===== src/rtl/sps_pkg.sv =====
// shared types and constants for the sandpile sweep core
`default_nettype none
package sps_pkg;

  localparam int CELL_W   = 16;
  localparam int THRESH_W = 8;
  localparam int MARGIN_W = 7;
  localparam int COORD_W  = 6;

  localparam logic [1:0] MODE_WRITE  = 2'd0;
  localparam logic [1:0] MODE_SWEEP  = 2'd1;
  localparam logic [1:0] MODE_READ   = 2'd2;
  localparam logic [1:0] MODE_MARGIN = 2'd3;

  localparam logic [CELL_W-1:0] CELL_MAX = '1;
  localparam int MARGIN_MAX = 127;

  // what a full-grid read scan collects
  typedef enum logic [1:0] {
    KIND_ALERT,
    KIND_STAB,
    KIND_MARG
  } scan_kind_t;

  typedef struct packed {
    logic       clr_go;    // write zero at cursor, advance
    logic       scan_go;   // read at cursor, advance
    scan_kind_t kind;
    logic       load;      // capture item fields, clear flags
    logic       wr_user;
    logic       rd_user;
    logic       rd_cur;
    logic       wr_cur;    // write cell minus threshold
    logic       adv;       // advance cursor
    logic       nb_clr;
    logic       nb_rd;
    logic       nb_wr;     // saturating increment of neighbor
    logic       nb_skip;   // neighbor off grid
    logic       out_load;
  } sps_cmd_t;

  typedef struct packed {
    logic       last;      // cursor on final cell
    logic       hot;       // read data at or above threshold
    logic       nb_off;
    logic       nb_last;
    logic [1:0] mode;
  } sps_stat_t;

  function automatic logic [MARGIN_W-1:0] sat7(input int unsigned n);
    return (n > MARGIN_MAX) ? MARGIN_W'(MARGIN_MAX) : MARGIN_W'(n);
  endfunction

endpackage
`default_nettype wire


===== src/rtl/sps_ctrl.sv =====
// sequencer for clear, scans, sweep read-modify-write and result handoff
`default_nettype none
module sps_ctrl import sps_pkg::*; (
  input  wire logic      clk,
  input  wire logic      rst_n,
  input  wire logic      in_valid,
  output logic           in_ready,
  output logic           out_valid,
  input  wire logic      out_ready,
  input  wire sps_stat_t st,
  output sps_cmd_t       cmd
);

  typedef enum logic [3:0] {
    S_CLEAR,
    S_IDLE,
    S_WR,
    S_RD,
    S_RDW,
    S_SCAN,
    S_DRAIN,
    S_SW_RD,
    S_SW_CHK,
    S_NB_RD,
    S_NB_WR,
    S_DONE
  } state_t;

  state_t     state_r, state_nxt;
  scan_kind_t kind_r, kind_nxt;
  logic       out_valid_r, out_valid_nxt;

  assign in_ready  = (state_r == S_IDLE);
  assign out_valid = out_valid_r;

  // next state and commands
  always_comb begin
    state_nxt     = state_r;
    kind_nxt      = kind_r;
    out_valid_nxt = out_valid_r && !out_ready;
    cmd           = '0;
    cmd.kind      = kind_r;
    unique case (state_r)
      S_CLEAR: begin
        cmd.clr_go = 1'b1;
        if (st.last) state_nxt = S_IDLE;
      end
      S_IDLE: begin
        if (in_valid) begin
          cmd.load = 1'b1;
          unique case (st.mode)
            MODE_WRITE: state_nxt = S_WR;
            MODE_READ:  state_nxt = S_RD;
            MODE_SWEEP: begin
              state_nxt = S_SCAN;
              kind_nxt  = KIND_ALERT;
            end
            default: begin
              state_nxt = S_SCAN;
              kind_nxt  = KIND_MARG;
            end
          endcase
        end
      end
      S_WR: begin
        cmd.wr_user = 1'b1;
        state_nxt   = S_DONE;
      end
      S_RD: begin
        cmd.rd_user = 1'b1;
        state_nxt   = S_RDW;
      end
      S_RDW: state_nxt = S_DONE;
      S_SCAN: begin
        cmd.scan_go = 1'b1;
        if (st.last) state_nxt = S_DRAIN;
      end
      S_DRAIN: begin
        state_nxt = (kind_r == KIND_ALERT) ? S_SW_RD : S_DONE;
      end
      S_SW_RD: begin
        cmd.rd_cur = 1'b1;
        state_nxt  = S_SW_CHK;
      end
      S_SW_CHK: begin
        if (st.hot) begin
          cmd.wr_cur = 1'b1;
          cmd.nb_clr = 1'b1;
          state_nxt  = S_NB_RD;
        end else begin
          cmd.adv = 1'b1;
          if (st.last) begin
            state_nxt = S_SCAN;
            kind_nxt  = KIND_STAB;
          end else begin
            state_nxt = S_SW_RD;
          end
        end
      end
      S_NB_RD: begin
        if (st.nb_off) begin
          cmd.nb_skip = 1'b1;
          if (st.nb_last) begin
            cmd.adv = 1'b1;
            if (st.last) begin
              state_nxt = S_SCAN;
              kind_nxt  = KIND_STAB;
            end else begin
              state_nxt = S_SW_RD;
            end
          end
        end else begin
          cmd.nb_rd = 1'b1;
          state_nxt = S_NB_WR;
        end
      end
      S_NB_WR: begin
        cmd.nb_wr = 1'b1;
        if (st.nb_last) begin
          cmd.adv = 1'b1;
          if (st.last) begin
            state_nxt = S_SCAN;
            kind_nxt  = KIND_STAB;
          end else begin
            state_nxt = S_SW_RD;
          end
        end else begin
          state_nxt = S_NB_RD;
        end
      end
      S_DONE: begin
        if (!out_valid_r || out_ready) begin
          cmd.out_load  = 1'b1;
          out_valid_nxt = 1'b1;
          state_nxt     = S_IDLE;
        end
      end
      default: state_nxt = S_IDLE;
    endcase
  end

  // state and registered outputs
  always_ff @(posedge clk) begin
    if (!rst_n) begin
      state_r     <= S_CLEAR;
      kind_r      <= KIND_ALERT;
      out_valid_r <= 1'b0;
    end else begin
      state_r     <= state_nxt;
      kind_r      <= kind_nxt;
      out_valid_r <= out_valid_nxt;
    end
  end

  // a transfer in starts work, so the port closes right after
  a_busy_after_accept: assert property (@(posedge clk) disable iff (!rst_n)
    in_valid && in_ready |=> !in_ready)
    else $error("input taken while previous item in flight");

  // a new result never overwrites one still waiting
  a_no_overwrite: assert property (@(posedge clk) disable iff (!rst_n)
    cmd.out_load |-> (!out_valid_r || out_ready))
    else $error("result register overwritten");

  // every neighbor write follows its read
  a_nb_order: assert property (@(posedge clk) disable iff (!rst_n)
    state_r == S_NB_WR |-> $past(state_r) == S_NB_RD)
    else $error("neighbor write without read");

endmodule
`default_nettype wire


===== config.mk =====
export PLATFORM = sky130hd
export DESIGN_NAME = sps_ctrl
export DESIGN_NICKNAME = d
export VERILOG_FILES = /design/src/rtl/sps_pkg.sv /design/src/rtl/sps_ctrl.sv
export SDC_FILE = /design/constraint.sdc
export NUM_CORES = 1
export LEC_CHECK = 0
export BUFFER_PORTS_ARGS = -buffer_cell sky130_fd_sc_hd__buf_2
export CORE_MARGIN = 4
export CORE_UTILIZATION = 54
export CTS_BUF_LIST = sky130_fd_sc_hd__clkbuf_8
export DETAILED_ROUTE_END_ITERATION = 7
export MAX_ROUTING_LAYER = met4
export PLACE_DENSITY_LB_ADDON = 0.05
export SYNTH_ARGS = -nofsm -noshare
export SYNTH_HDL_FRONTEND = slang
export SYNTH_SLANG_ARGS = --single-unit
export TNS_END_PERCENT = 50

===== constraint.sdc =====
create_clock -name clk -period 3.2 [get_ports clk]
set_input_delay 0 -clock clk [delete_from_list [all_inputs] [get_ports clk]]
set_output_delay 0 -clock clk [all_outputs]
set_load 0.01 [all_outputs]

==> out/metrics.yaml <==
status: "complete, no violations"
ys_types: 41
cts_resized: 0
first_global_vias: 736
dr_total_vias: 851
dp_hpwl_microns: 1480
row_count: 13
timing.fmax_ghz: 0.516
ys_ff_latch: 7
fin_cells: 140
grt_pass1_wl_microns: 3500
wl_per_cell_microns: 14.3
worst-path-max-fanout: 26
synth_edf_count: 0
ant_nets: 0
crit_type: "register to register"
ios: 27
gp_congestion: 0.828
maxCapViolations: 0
yosysWarnings: 0
synth-main-ff-cell: "dfxtp_1"
skew_ns: 0.00126
cp_data_arrival_time_ns: 2.05
cp.buffers_inverters: 0
num_antenna_cells: 0
setup_tns_ns: 0
rsz0062_at_grt: "false"
cp.required_ns: 3.31
portBuffers: 26
cts_hold_buf: 0
hold_path.class: "input port to register"
htreeDepth: 1
path_depth: 5
die_y_microns: 44.9
core_area_sq_um: 1280
final-setup-viol-count: 0
syn2layout_area_growth_pct: 19.6
drv_slew: 0
dp.cells: 136
dieArea_sq_um: 2010
syn_avg_cell_area_sq_um: 6.99
synthCells: 105
fin_crit_ns: 1.94
grt_max_degree: 27
drive_above_1_share_pct: 27.2
die_w_microns: 44.9
path_cells: "nand2b_1, a311oi_1, a211o_1, mux2i_1, nor2b_1"
start_util_pct: 57.2
nets: 136
yosysSeqAreaShare_pct: 19.1
drt_pass1_iterations: 4
slew_headroom_pct: 46.4
cp-end-kind: "register"
cellPowerDensity_nw_per_um2: 333
power_leakage_nw: 0.386
fin_crit_sh_pct: 60.6
hold_viol_final: 0
drt-total-wl_microns: 2010
cts_tree: "done"
cts_made_buffers: 3
antenna_found_initial: 0
max_stage_delay_ns: 0.83
max_slew.worst_pin.slew_ns: 0.803
holdPathStages: 3
cts.sinks: 7
crit_family: "flip-flops"
synth_fp_nets: 115
via_per_inst: 6.08
crit_path_start_kind: "register"
synthArstFlopShare_pct: 0
root_buffer: "clkbuf_8"
grt_overflow_total: 0
slowest_stage: "dfxtp_1"
cts_buffer_depth: 2
post-route-drc-count: 0
insertion_delay_ns: 0.22
clkTransAtPathRegs_ns: 0.04
postCtsSetupBuffers: 0
reg2reg_depth: 5
ir_worst_vdd_uv: 284
netlist_area_sq_um: 734
drtIter0Drc: 33
track_usage_pct: 24.0
-- kinds of logic after synthesis --
family | synth area share [%]
simple gates | 32.9
flops | 19.1
mux | 1.36
compound gates | 37.3
buf+inv | 9.37
-- worst reg2reg max path, stage by stage, from the launching register on --
cell      delay, ns
dfxtp_1        0.83
nand2b_1       0.20
a311oi_1       0.30
a211o_1        0.23
mux2i_1        0.21
nor2b_1        0.06
-- flip-flops by register name, summed over array words and instances, names as in the netlist --
name,flops
kind_r,2
out_valid,1
state_r,4
-- per-stage QoR --
stage | hold slack (ns) | utilization [%] | total power, W | instance area (sq um) | setup slack (ns)
after floorplan | 0.0601 | - | 0.000152 | 734 | 1.74
after global placement | 0.313 | 64.8 | 0.000174 | 833 | 1.39
after detailed placement | 0.319 | 64.8 | 0.000177 | 833 | 1.31
after CTS | 0.0884 | 68.4 | 0.000294 | 878 | 1.30
after global routing | 0.117 | 68.4 | 0.000311 | 878 | 1.08
final | 0.0904 | 68.4 | 0.000293 | 878 | 1.26
-- path summary, 6_finish.rpt --
path	endpoint	start	slack, ns
worst max-delay path	kind_r[0]	state_r[0]	1.26
worst min-delay path	state_r[0]	rst_n	0.09
worst max register to register	kind_r[0]	state_r[0]	1.26
worst min register to register	kind_r[1]	kind_r[1]	0.46
-- cell type report --
type | count | area [sq um]
Sequential cell | 7 | 140
Multi-Input combinational cell | 83 | 526
Clock buffer | 3 | 41.3
Inverter | 5 | 18.8
Clock inverter | 1 | 3.75
Timing Repair Buffer | 26 | 130
Tap cell | 15 | 18.8
Fill cell | 120 | 407
-- power by group --
group	internal (W)	leakage (nW)	switching, W
Sequential	0.0000916	0.0569	0.0000143
Combinational	0.0000327	0.303	0.0000370
Clock	0.0000826	0.0269	0.0000346
Total	0.000207	0.386	0.0000859
-- cell usage after synthesis (all sizes together), types with 2 or more instances --
cell type / number / area [sq um]
nor2: 12 / 45.0
nand2b: 8 / 50.1
a21oi: 7 / 38.8
dfxtp: 7 / 140
buf: 6 / 35.0
nand2: 6 / 22.5
nor2b: 6 / 37.5
inv: 5 / 18.8
o21ai: 5 / 25.0
clkbuf: 4 / 15.0
nor3: 4 / 20.0
a211o: 3 / 26.3
a211oi: 3 / 27.5
a21boi: 3 / 22.5
a311oi: 2 / 17.5
or2: 2 / 12.5
or2b: 2 / 15.0
-- layer usage --
metal | up-vias | track usage [%] | wire, microns
met3 | 5 | 3.59 | 172
li1 | 416 | - | -
met1 | 391 | 33.3 | 880
met5 | - | - | 0
met4 | 0 | 10.5 | 31
met2 | 39 | 34.4 | 924
-- layout by cell type (no fill, tap or decap), types with 3 or more instances in the layout --
cell type  netlist  final
buf_2            4     26
nor2_1          12     12
nand2b_1         8      8
dfxtp_1          7      7
nor2b_1          6      6
nand2_1          6      6
inv_1            5      6
a21oi_1          6      6
o21ai_0          5      5
nor3_1           4      4
a211o_1          3      3
clkbuf_8         0      3
Power figures use the tool's default switching activity.
